--- config.mk ---
export PLATFORM = sky130hd
export DESIGN_NAME = packed_sample_unpacker_unit
export DESIGN_NICKNAME = d
export VERILOG_FILES = /design/src/rtl/core/psu_pkg.sv /design/src/rtl/core/packed_sample_unpacker_unit.sv /design/src/rtl/core/psu_div.sv
export VERILOG_INCLUDE_DIRS = /design/src /design/src/rtl/core
export SDC_FILE = /design/constraint.sdc
export NUM_CORES = 1
export LEC_CHECK = 0
export BUFFER_PORTS_ARGS = -buffer_cell sky130_fd_sc_hd__clkbuf_2
export CAP_MARGIN = 5
export CORE_MARGIN = 1
export CORE_UTILIZATION = 58
export CTS_BUF_LIST = sky130_fd_sc_hd__clkbuf_8
export DETAILED_ROUTE_END_ITERATION = 7
export PLACE_DENSITY = 0.76
export SETUP_SLACK_MARGIN = 0.2
export SLEW_MARGIN = 20
export SYNTH_ARGS = -nofsm -noshare
export SYNTH_HDL_FRONTEND = slang
export SYNTH_HIERARCHICAL = 1
export SYNTH_SLANG_ARGS = --single-unit
--- constraint.sdc ---
create_clock -name clock -period 7.2 [get_ports clock]
set_input_delay 1.44 -clock clock [delete_from_list [all_inputs] [get_ports clock]]
set_output_delay 1.44 -clock clock [all_outputs]
set_load 0.01 [all_outputs]
--- src/rtl/core/packed_sample_unpacker_unit_assert.svh ---
// ---------------------------------------------------------------------------
// Assertion macros for the packed sample unpacker
// Concurrent assertion helpers. They compile to nothing under SYNTHESIS.
// ---------------------------------------------------------------------------
`ifndef PACKED_SAMPLE_UNPACKER_UNIT_ASSERT_SVH
`define PACKED_SAMPLE_UNPACKER_UNIT_ASSERT_SVH
`ifndef SYNTHESIS
// The condition must never hold.
`define PSU_ASSERT_NEVER(name, clk, rst, cond) \
   name: assert property (@(posedge clk) disable iff (rst) !(cond)) \
      else $error("psu assertion failed: condition must never hold");
// The consequent holds in the same cycle as the antecedent.
`define PSU_ASSERT_IMPLY(name, clk, rst, ante, cons) \
   name: assert property (@(posedge clk) disable iff (rst) (ante) |-> (cons)) \
      else $error("psu assertion failed: implication");
// The consequent holds in the cycle after the antecedent.
`define PSU_ASSERT_NEXT(name, clk, rst, ante, cons) \
   name: assert property (@(posedge clk) disable iff (rst) (ante) |=> (cons)) \
      else $error("psu assertion failed: next-cycle implication");
`else
`define PSU_ASSERT_NEVER(name, clk, rst, cond)
`define PSU_ASSERT_IMPLY(name, clk, rst, ante, cons)
`define PSU_ASSERT_NEXT(name, clk, rst, ante, cons)
`endif
`endif

--- src/rtl/core/psu_pkg.sv ---
// ---------------------------------------------------------------------------
// psu_pkg
// Shared types and constants of the packed sample unpacker.
// ---------------------------------------------------------------------------
`timescale 1ns / 1ps

package psu_pkg;

   localparam int WORD_BITS    = 32;
   localparam int COUNTER_BITS = 19;
   localparam logic [COUNTER_BITS-1:0] COUNTER_MAX = '1;

   localparam int SPW_BITS   = 13;
   localparam int CC_BITS    = 7;
   localparam int SLOT_BITS  = 7;
   localparam int CSR_W      = 13;
   localparam int GROUP_BITS = 16;

   localparam int SAMPLE_W = 12;
   localparam int CHAN_W   = 6;
   localparam int IDX_W    = 12;
   localparam int GCH_W    = 14;

   localparam logic [CHAN_W-1:0] CHAN_SAT = '1;
   localparam logic [IDX_W-1:0]  IDX_SAT  = '1;

   localparam int SAMPLE_GROUP = 3;
   localparam int CHAN_GROUP   = 8;
   localparam int SLOT_STRIDE  = 100;

   localparam logic [SPW_BITS-1:0]  SPW_RESET  = 13'd3000;
   localparam logic [CC_BITS-1:0]   CC_RESET   = 7'd64;
   localparam logic [SLOT_BITS-1:0] SLOT_RESET = 7'd7;

   // Shared divider sizes.
   localparam int DIV_BITS  = COUNTER_BITS;
   localparam int DIVR_BITS = 16;
   localparam int DIV_CNT_W = $clog2(DIV_BITS + 1);

   typedef enum logic [1:0] {
      CSR_SPW        = 2'd0,
      CSR_CHAN_COUNT = 2'd1,
      CSR_SLOT       = 2'd2
   } csr_index_type;

   typedef enum logic [2:0] {
      ST_IDLE,
      ST_GRP_GO,
      ST_GRP_WAIT,
      ST_IDX_GO,
      ST_IDX_WAIT,
      ST_EMIT
   } state_type;

   typedef struct packed {
      logic                 start;
      logic [DIV_BITS-1:0]  dividend;
      logic [DIVR_BITS-1:0] divisor;
   } div_ctrl_type;

   typedef struct packed {
      logic                 done;
      logic [DIV_BITS-1:0]  quotient;
      logic [DIVR_BITS-1:0] remainder;
   } div_stat_type;

endpackage

--- src/rtl/core/packed_sample_unpacker_unit.sv ---
// An accepted word's sample words are registered onto rsp_ from the ST_EMIT state.
// A 32-bit word carries two or three samples, and the single sample extraction path issues one
//   sample per cycle while rsp_ is not stalled; the next word is only taken once back in idle.
// The first word after a samples_per_waveform write without first_word set waits
//   while the shared 19-bit divider re-derives the channel and index counters.
// Reset is synchronous and active high; it restores the register defaults and empties the core.
// ---------------------------------------------------------------------------
// packed_sample_unpacker_unit
// Unpacks bit-packed ADC samples from 32-bit payload words and tags each one
// with its board channel, waveform position and global channel id.
// ---------------------------------------------------------------------------
`timescale 1ns / 1ps
`include "packed_sample_unpacker_unit_assert.svh"

module packed_sample_unpacker_unit
   import psu_pkg::*;
#(
   parameter int SAMPLE_BITS  = 12,
   parameter int MAX_SAMPLES  = 4096,
   parameter int MAX_CHANNELS = 64
)
(
   input  logic                 clock,
   input  logic                 reset,

   input  logic                 req_valid,
   output logic                 req_ready,
   input  logic [WORD_BITS-1:0] req_data_word,
   input  logic                 req_first_word,

   output logic                 rsp_valid,
   input  logic                 rsp_ready,
   output logic [SAMPLE_W-1:0]  rsp_sample,
   output logic [CHAN_W-1:0]    rsp_channel,
   output logic [IDX_W-1:0]     rsp_sample_index,
   output logic [GCH_W-1:0]     rsp_global_channel,
   output logic                 rsp_in_range,
   output logic                 rsp_last_of_word,

   input  logic                 csr_write_en,
   input  logic [1:0]           csr_index,
   input  logic [CSR_W-1:0]     csr_wdata
);

   // The bit store holds the leftover bits of the previous word followed by
   // the whole new word. Samples are peeled off its low end.
   localparam int STORE_W = WORD_BITS + SAMPLE_BITS;
   localparam int CNT_W   = $clog2(STORE_W);
   localparam int RES_W   = $clog2(SAMPLE_BITS);
   localparam int IB_W    = SPW_BITS + 1;
   localparam int CHF_W   = GROUP_BITS + 3;

   // ------------------------------------------------------------------
   // Configuration registers
   // ------------------------------------------------------------------
   logic [SPW_BITS-1:0]  spw_ff, spw_in;
   logic [CC_BITS-1:0]   cc_ff, cc_in;
   logic [SLOT_BITS-1:0] slot_ff, slot_in;
   logic                 csr_spw_wr;

   assign csr_spw_wr = csr_write_en && (csr_index == CSR_SPW);

   always_comb begin
      spw_in  = spw_ff;
      cc_in   = cc_ff;
      slot_in = slot_ff;
      if (csr_write_en) begin
         case (csr_index)
            CSR_SPW:        spw_in  = csr_wdata[SPW_BITS-1:0];
            CSR_CHAN_COUNT: cc_in   = csr_wdata[CC_BITS-1:0];
            CSR_SLOT:       slot_in = csr_wdata[SLOT_BITS-1:0];
            default:        spw_in  = spw_ff;
         endcase
      end
   end

   // A zero waveform length behaves as a length of one.
   logic [SPW_BITS-1:0]  spw_eff;
   logic [DIVR_BITS-1:0] grp_div;

   assign spw_eff = (spw_ff == '0) ? SPW_BITS'(1) : spw_ff;
   assign grp_div = DIVR_BITS'(spw_eff) << 3;

   // ------------------------------------------------------------------
   // Sequencer state and running sample position
   // ------------------------------------------------------------------
   // The sample number S is tracked together with the pieces derived from
   // it, so that each sample only needs increments and compares:
   //   p3    = S mod 3,   q8 = (S / 3) mod 8
   //   remg  = S mod (8 * spw),   grp = S / (8 * spw)
   //   ibase = (3 * (S / 24)) mod spw
   // After a new waveform length is written these are rebuilt from S by
   // the shared divider before the next word is cut up.
   state_type               state_ff, state_in;
   logic                    dirty_ff, dirty_in;
   logic [COUNTER_BITS-1:0] s_ff, s_in;
   logic [1:0]              p3_ff, p3_in;
   logic [2:0]              q8_ff, q8_in;
   logic [DIVR_BITS-1:0]    remg_ff, remg_in;
   logic [GROUP_BITS-1:0]   grp_ff, grp_in;
   logic [SPW_BITS-1:0]     ibase_ff, ibase_in;

   logic [STORE_W-1:0]      store_ff, store_in;
   logic [CNT_W-1:0]        count_ff, count_in;
   logic [SAMPLE_BITS-1:0]  resid_ff, resid_in;
   logic [RES_W-1:0]        rcount_ff, rcount_in;

   logic                    rsp_valid_ff, rsp_valid_in;
   logic [SAMPLE_W-1:0]     rsp_sample_ff, rsp_sample_in;
   logic [CHAN_W-1:0]       rsp_channel_ff, rsp_channel_in;
   logic [IDX_W-1:0]        rsp_index_ff, rsp_index_in;
   logic [GCH_W-1:0]        rsp_gch_ff, rsp_gch_in;
   logic                    rsp_range_ff, rsp_range_in;
   logic                    rsp_last_ff, rsp_last_in;

   div_ctrl_type            div_ctrl;
   div_stat_type            div_stat;

   psu_div u_div (
      .clock (clock),
      .reset (reset),
      .ctrl  (div_ctrl),
      .stat  (div_stat)
   );

   // ------------------------------------------------------------------
   // Per-sample derived values
   // ------------------------------------------------------------------
   logic [CHF_W-1:0]        chan_full;
   logic [IB_W-1:0]         idx_full;
   logic [STORE_W-1:0]      low_bits;
   logic [STORE_W-1:0]      store_shift;
   logic [CNT_W-1:0]        count_next;
   logic [4:0]              s_mod24;
   logic [COUNTER_BITS-1:0] idx_num;
   logic [IB_W-1:0]         ib_step;
   logic                    load_en;

   // Channel is q8 + 8 * grp, which is simply their concatenation.
   assign chan_full   = {grp_ff, q8_ff};
   assign idx_full    = IB_W'(ibase_ff) + IB_W'(p3_ff);
   assign low_bits    = store_ff & STORE_W'((1 << SAMPLE_BITS) - 1);
   assign store_shift = store_ff >> SAMPLE_BITS;
   assign count_next  = count_ff - CNT_W'(SAMPLE_BITS);

   // 3 * (S / 24) equals (S - S mod 24) / 8, and S mod 24 is 3 * q8 + p3.
   assign s_mod24 = {q8_ff, 1'b0} + 5'(q8_ff) + 5'(p3_ff);
   assign idx_num = (s_ff - COUNTER_BITS'(s_mod24)) >> 3;

   // Advance the waveform base by three samples modulo the waveform length.
   // Three conditional subtractions cover lengths of one and two as well.
   always_comb begin
      ib_step = IB_W'(ibase_ff) + IB_W'(SAMPLE_GROUP);
      for (int k = 0; k < SAMPLE_GROUP; k++) begin
         if (ib_step >= IB_W'(spw_eff)) begin
            ib_step = ib_step - IB_W'(spw_eff);
         end
      end
   end

   // ------------------------------------------------------------------
   // Next state and datapath
   // ------------------------------------------------------------------
   always_comb begin
      state_in  = state_ff;
      dirty_in  = dirty_ff | csr_spw_wr;
      s_in      = s_ff;
      p3_in     = p3_ff;
      q8_in     = q8_ff;
      remg_in   = remg_ff;
      grp_in    = grp_ff;
      ibase_in  = ibase_ff;
      store_in  = store_ff;
      count_in  = count_ff;
      resid_in  = resid_ff;
      rcount_in = rcount_ff;

      rsp_valid_in   = rsp_valid_ff && !rsp_ready;
      rsp_sample_in  = rsp_sample_ff;
      rsp_channel_in = rsp_channel_ff;
      rsp_index_in   = rsp_index_ff;
      rsp_gch_in     = rsp_gch_ff;
      rsp_range_in   = rsp_range_ff;
      rsp_last_in    = rsp_last_ff;

      div_ctrl.start    = 1'b0;
      div_ctrl.dividend = s_ff;
      div_ctrl.divisor  = grp_div;

      load_en   = 1'b0;
      req_ready = 1'b0;

      case (state_ff)
         ST_IDLE: begin
            req_ready = 1'b1;
            if (req_valid) begin
               if (req_first_word) begin
                  // A new event starts: drop leftover bits and restart S.
                  s_in      = '0;
                  p3_in     = '0;
                  q8_in     = '0;
                  remg_in   = '0;
                  grp_in    = '0;
                  ibase_in  = '0;
                  dirty_in  = csr_spw_wr;
                  store_in  = STORE_W'(req_data_word);
                  count_in  = CNT_W'(WORD_BITS);
                  state_in  = ST_EMIT;
               end else begin
                  store_in = STORE_W'(resid_ff) | (STORE_W'(req_data_word) << rcount_ff);
                  count_in = CNT_W'(rcount_ff) + CNT_W'(WORD_BITS);
                  state_in = dirty_ff ? ST_GRP_GO : ST_EMIT;
               end
            end
         end

         ST_GRP_GO: begin
            div_ctrl.start = 1'b1;
            state_in       = ST_GRP_WAIT;
         end

         ST_GRP_WAIT: begin
            if (div_stat.done) begin
               grp_in   = div_stat.quotient[GROUP_BITS-1:0];
               remg_in  = div_stat.remainder;
               state_in = ST_IDX_GO;
            end
         end

         ST_IDX_GO: begin
            div_ctrl.start    = 1'b1;
            div_ctrl.dividend = idx_num;
            div_ctrl.divisor  = DIVR_BITS'(spw_eff);
            state_in          = ST_IDX_WAIT;
         end

         ST_IDX_WAIT: begin
            if (div_stat.done) begin
               ibase_in = div_stat.remainder[SPW_BITS-1:0];
               dirty_in = csr_spw_wr;
               state_in = ST_EMIT;
            end
         end

         ST_EMIT: begin
            if (!rsp_valid_ff || rsp_ready) begin
               load_en       = 1'b1;
               rsp_valid_in  = 1'b1;
               rsp_sample_in = low_bits[SAMPLE_W-1:0];

               rsp_channel_in = (chan_full > CHF_W'(CHAN_SAT)) ? CHAN_SAT
                                                               : chan_full[CHAN_W-1:0];
               rsp_index_in   = (idx_full > IB_W'(IDX_SAT)) ? IDX_SAT : idx_full[IDX_W-1:0];
               rsp_gch_in     = GCH_W'(slot_ff) * GCH_W'(SLOT_STRIDE) + GCH_W'(rsp_channel_in);
               // The range test looks at the values before saturation.
               rsp_range_in   = (chan_full < CHF_W'(cc_ff)) &&
                                (32'(chan_full) < MAX_CHANNELS) &&
                                (idx_full < IB_W'(spw_eff)) &&
                                (32'(idx_full) < MAX_SAMPLES);
               rsp_last_in    = count_next < CNT_W'(SAMPLE_BITS);

               store_in = store_shift;
               count_in = count_next;

               // S stops at its top value; the derived counters stop with it.
               if (s_ff != COUNTER_MAX) begin
                  s_in = s_ff + 1'b1;
                  if (p3_ff == 2'(SAMPLE_GROUP - 1)) begin
                     p3_in = '0;
                     q8_in = q8_ff + 1'b1;
                     if (q8_ff == 3'(CHAN_GROUP - 1)) begin
                        ibase_in = ib_step[SPW_BITS-1:0];
                     end
                  end else begin
                     p3_in = p3_ff + 1'b1;
                  end
                  if ((DIVR_BITS + 1)'(remg_ff) + 1'b1 == (DIVR_BITS + 1)'(grp_div)) begin
                     remg_in = '0;
                     grp_in  = grp_ff + 1'b1;
                  end else begin
                     remg_in = remg_ff + 1'b1;
                  end
               end

               if (rsp_last_in) begin
                  resid_in  = store_shift[SAMPLE_BITS-1:0];
                  rcount_in = count_next[RES_W-1:0];
                  state_in  = ST_IDLE;
               end
            end
         end

         default: begin
            state_in = ST_IDLE;
         end
      endcase
   end

   // ------------------------------------------------------------------
   // Registers
   // ------------------------------------------------------------------
   always_ff @(posedge clock) begin
      if (reset) begin
         spw_ff       <= SPW_RESET;
         cc_ff        <= CC_RESET;
         slot_ff      <= SLOT_RESET;
         state_ff     <= ST_IDLE;
         dirty_ff     <= 1'b0;
         s_ff         <= '0;
         p3_ff        <= '0;
         q8_ff        <= '0;
         remg_ff      <= '0;
         grp_ff       <= '0;
         ibase_ff     <= '0;
         resid_ff     <= '0;
         rcount_ff    <= '0;
         rsp_valid_ff <= 1'b0;
      end else begin
         spw_ff       <= spw_in;
         cc_ff        <= cc_in;
         slot_ff      <= slot_in;
         state_ff     <= state_in;
         dirty_ff     <= dirty_in;
         s_ff         <= s_in;
         p3_ff        <= p3_in;
         q8_ff        <= q8_in;
         remg_ff      <= remg_in;
         grp_ff       <= grp_in;
         ibase_ff     <= ibase_in;
         resid_ff     <= resid_in;
         rcount_ff    <= rcount_in;
         rsp_valid_ff <= rsp_valid_in;
      end
   end

   always_ff @(posedge clock) begin
      store_ff       <= store_in;
      count_ff       <= count_in;
      rsp_sample_ff  <= rsp_sample_in;
      rsp_channel_ff <= rsp_channel_in;
      rsp_index_ff   <= rsp_index_in;
      rsp_gch_ff     <= rsp_gch_in;
      rsp_range_ff   <= rsp_range_in;
      rsp_last_ff    <= rsp_last_in;
   end

   assign rsp_valid          = rsp_valid_ff;
   assign rsp_sample         = rsp_sample_ff;
   assign rsp_channel        = rsp_channel_ff;
   assign rsp_sample_index   = rsp_index_ff;
   assign rsp_global_channel = rsp_gch_ff;
   assign rsp_in_range       = rsp_range_ff;
   assign rsp_last_of_word   = rsp_last_ff;

   // ------------------------------------------------------------------
   // Assertions
   // ------------------------------------------------------------------
   // Leftover bits never amount to a whole sample.
   `PSU_ASSERT_NEVER(a_resid_short, clock, reset, 32'(rcount_ff) >= SAMPLE_BITS)
   // The last sample of a word hands control back to the idle state.
   `PSU_ASSERT_NEXT(a_last_to_idle, clock, reset, load_en && rsp_last_in, state_ff == ST_IDLE)
   // S only moves up, except when a new event starts.
   `PSU_ASSERT_NEXT(a_s_monotone, clock, reset, !(req_valid && req_ready && req_first_word), s_ff >= $past(s_ff))

endmodule

--- src/rtl/core/psu_div.sv ---
// ---------------------------------------------------------------------------
// psu_div
// Restoring divider, one quotient bit per cycle.
// ---------------------------------------------------------------------------
`timescale 1ns / 1ps

module psu_div
   import psu_pkg::*;
(
   input  logic         clock,
   input  logic         reset,
   input  div_ctrl_type ctrl,
   output div_stat_type stat
);

   logic                 busy_ff, busy_in;
   logic [DIV_CNT_W-1:0] cnt_ff, cnt_in;
   logic [DIV_BITS-1:0]  quo_ff, quo_in;
   logic [DIVR_BITS-1:0] rem_ff, rem_in;
   logic [DIVR_BITS-1:0] dvs_ff, dvs_in;

   logic [DIVR_BITS:0]   trial;
   logic [DIVR_BITS+1:0] diff;
   logic                 borrow;

   assign trial  = {rem_ff, quo_ff[DIV_BITS-1]};
   assign diff   = {1'b0, trial} - {2'b00, dvs_ff};
   assign borrow = diff[DIVR_BITS+1];

   always_comb begin
      busy_in = busy_ff;
      cnt_in  = cnt_ff;
      quo_in  = quo_ff;
      rem_in  = rem_ff;
      dvs_in  = dvs_ff;
      if (ctrl.start) begin
         busy_in = 1'b1;
         cnt_in  = DIV_CNT_W'(DIV_BITS);
         quo_in  = ctrl.dividend;
         rem_in  = '0;
         dvs_in  = ctrl.divisor;
      end else if (busy_ff) begin
         if (cnt_ff == '0) begin
            busy_in = 1'b0;
         end else begin
            cnt_in = cnt_ff - 1'b1;
            quo_in = {quo_ff[DIV_BITS-2:0], ~borrow};
            rem_in = borrow ? trial[DIVR_BITS-1:0] : diff[DIVR_BITS-1:0];
         end
      end
   end

   always_ff @(posedge clock) begin
      if (reset) begin
         busy_ff <= 1'b0;
      end else begin
         busy_ff <= busy_in;
      end
   end

   always_ff @(posedge clock) begin
      cnt_ff <= cnt_in;
      quo_ff <= quo_in;
      rem_ff <= rem_in;
      dvs_ff <= dvs_in;
   end

   assign stat.done      = busy_ff && (cnt_ff == '0);
   assign stat.quotient  = quo_ff;
   assign stat.remainder = rem_ff;

endmodule

==> impl_metrics.py <==
metrics = {
    "detailed_routing": {
        "drt_iter0_drc": 1472,
        "dr.pass1.iters": 6,
        "ant_nets": 0,
        "totalWireLength_microns": 52500,
        "wl_per_cell_microns": 19.3,
        "vias": 16600,
        "drc_errors": 0,
        "viasPerCell": 6.09,
    },
    "synthesis": {
        "syn_inst": 2112,
        "ys.flop_type": "dfxtp_1",
        "synth.yosys.seq_area_share_pct": 35.0,
        "yosys_warnings": 6,
        "ys_seq_elements": 268,
        "syn-mean-instance-area_sq_um": 8.99,
        "synth_edf_count": 129,
        "syn_area_sq_um": 19000,
        "syn_nets": 2296,
        "synthArstFlopShare_pct": 0,
        "synth_cell_types": 102,
    },
    "floorplan": {
        "dieArea_sq_um": 33500,
        "core_area_sq_um": 31900,
        "die_w_microns": 183,
        "pin_count": 101,
        "placementRows": 65,
        "initial_utilization_pct": 59.6,
        "die_h_microns": 183,
    },
    "sta": {
        "finalSetupViolCount": 0,
        "final-hold-violation-count": 0,
        "period_share_pct": 98.3,
        "relSlewSlack_pct": 31.7,
        "max_freq_mhz": 141,
        "worst_clock_skew_ps": 22.3,
        "tightest_slew_ps": 1020,
        "period_needed_ps": 7080,
        "rsz0062_at_grt": "yes",
        "timing.final.max_slew_violations": 0,
    },
    "power": {
        "p_leak_nw": 9.03,
        "p_total_mw": 8.08,
        "vdd_drop_max_mv": 0.212,
        "p_per_area_nw_per_um2": 369,
    },
    "grt": {
        "antenna_found_initial": 0,
        "overflow": 0,
        "grt_pass1_wl_microns": 83800,
        "groute.layer.met2.usage_pct": 50.3,
        "grt_max_degree": 74,
        "grt_util_all_layers_pct": 31.4,
        "use_met3_pct": 4.86,
        "grt_pass1_vias": 15800,
        "top_usage_layer": "met2",
        "grtUsageMet1_pct": 42.6,
    },
    "cts": {
        "ctsHtreeMaxLevel": 2,
        "path_clk_slew_ps": 60,
        "clk_path_buf_depth": 3,
        "cts_hold_buffers": 0,
        "clock_sinks": 268,
        "clk_latency_ps": 600,
        "cts_buffers": 47,
        "cts_root_buffer": "clkbuf_8",
        "cts_tree": "built",
    },
    "critical_path": {
        "crit_arrival_ps": 7570,
        "cp_common_cell": "nor2_1",
        "path_buf_inv": 2,
        "cp_top_family": "simple AND/OR/NAND/NOR gates",
        "worst_path_max_delay_cell": "or4b_4",
        "crit_type": "flip-flop to flip-flop",
        "end_kind": "flip-flop",
        "cp-start-kind": "flip-flop",
        "crit_fanout": 6,
        "critPathMaxStageDelay_ps": 480,
        "crit_required_ps": 7690,
    },
    "finish": {
        "final_core_util_pct": 68.7,
        "final_common_cell": "nor2_1",
        "area_growth_syn_to_layout_pct": 15.3,
        "most-common-layout-cells": "nor2_1, nand2_1, a21oi_1",
        "diodes": 0,
        "layout.nets": 2437,
        "drive_above_1_share_pct": 20.8,
    },
    "placement": {
        "hpwl_microns": 37300,
        "globalplace.congestion": 0.948,
        "numPortBuffers": 100,
    },
    "min_path": {
        "min_path_type": "flip-flop to flip-flop",
    },
    "job": {
        "maxCapViolCount": 0,
    },
    "outcome": {
        "status": "finished clean",
    },
}
[what timing repair did]
action,4_1_cts,5_1_grt
cloned,0,0
gates resized for setup,32,43
setup endpoints to repair,13,13
pin swaps,23,41
buffers inserted,13,17
[synth_stat cells (13+ instances only)]
master | count | area [sq um]
edfxtp_1 | 129 | 3870
clkbuf_1 | 99 | 372
xnor2_1 | 79 | 692
and3_1 | 20 | 125
or3_1 | 21 | 131
a21oi_1 | 170 | 851
a21o_1 | 30 | 225
nand3_1 | 44 | 220
nand2b_1 | 36 | 225
nor3_1 | 26 | 130
o21ai_0 | 109 | 546
a31oi_1 | 16 | 100
mux2i_1 | 79 | 791
dfxtp_1 | 139 | 2780
mux2_2 | 32 | 360
nand2_1 | 168 | 631
inv_1 | 98 | 368
ha_1 | 121 | 1510
a22oi_1 | 32 | 240
a211oi_1 | 34 | 255
nor2_1 | 255 | 957
and2_1 | 17 | 106
nand4_1 | 22 | 138
mux4_2 | 20 | 450
a211o_1 | 13 | 114
nor2b_1 | 17 | 106
xor2_1 | 57 | 499
[power by group]
group / internal (mW) / switching (mW) / total (mW)
combinational: 1.78 / 2.38 / 4.16
clock: 0.740 / 0.669 / 1.41
sequential: 2.19 / 0.320 / 2.51
[sequential cells by signal, indices dropped and copies added (netlist names), 4 cells and up]
signal	count
rsp_sample_index	12
remg_ff	16
rsp_channel	6
slot_ff	7
u_div/quo_ff	19
rcount_ff	4
s_ff	19
ibase_ff	13
rsp_global_channel	12
rsp_sample	12
cc_ff	7
count_ff	6
u_div/dvs_ff	16
u_div/rem_ff	16
resid_ff	12
spw_ff	13
store_ff	44
u_div/cnt_ff	5
grp_ff	16
[cell type report]
cell class	count	area, sq um
flip-flops and latches	268	6690
inverters	99	377
repair buffers	221	1470
multi-input cells	1616	11900
clock inverters	36	213
clock buffers	52	716
fillers	2577	9990
well taps	435	544
[worst paths after layout]
check	startpoint	cells after the start	slack [ps]	endpoint
setup / recovery	ibase_ff[4]$_SDFFE_PP0P_	36	120	ibase_ff[3]$_SDFFE_PP0P_
hold reg to reg	store_ff[1]$_DFFE_PP_	0	420	rsp_sample[1]$_DFFE_PP_
setup reg to reg	ibase_ff[4]$_SDFFE_PP0P_	36	120	ibase_ff[3]$_SDFFE_PP0P_
hold / removal	store_ff[1]$_DFFE_PP_	0	420	rsp_sample[1]$_DFFE_PP_
[per-stage QoR]
step | hold slack [ps] | setup TNS (ps) | area [sq um] | std cells | setup slack (ps)
2_1_floorplan | 400 | 0 | 19200 | 2112 | 174
3_3_place_gp | 402 | 0 | 20400 | 2608 | 159
3_5_place_dp | 406 | 0 | 20400 | 2608 | 33.2
4_1_cts | 420 | 0 | 21500 | 2709 | 202
5_1_grt | 423 | -2680 | 21900 | 2727 | -246
6_report | 419 | 0 | 21900 | 2727 | 122
[layer usage]
metal / routed length [microns] / vias up
li1: - / 7915
met1: 22900 / 7928
met2: 24300 / 655
met3: 3770 / 112
met4: 1600 / 0
met5: 0 / -
[cells by family (layout without fill, tap and decap cells)]
group                    count (synthesis)  count (layout)  share of synthesized area, %
buffers and inverters                  228             408                          4.90
AO/OA/AOI/OAI                          518             518                          18.2
AND/OR/NAND/NOR                        692             692                          17.6
multiplexers                           131             131                          8.43
adder cells (fa/ha/maj)                138             138                          9.41
flip-flops                             268             268                          35.0
XOR/XNOR                               137             137                          6.42
No activity file was read; power rests on OpenSTA's default activity.
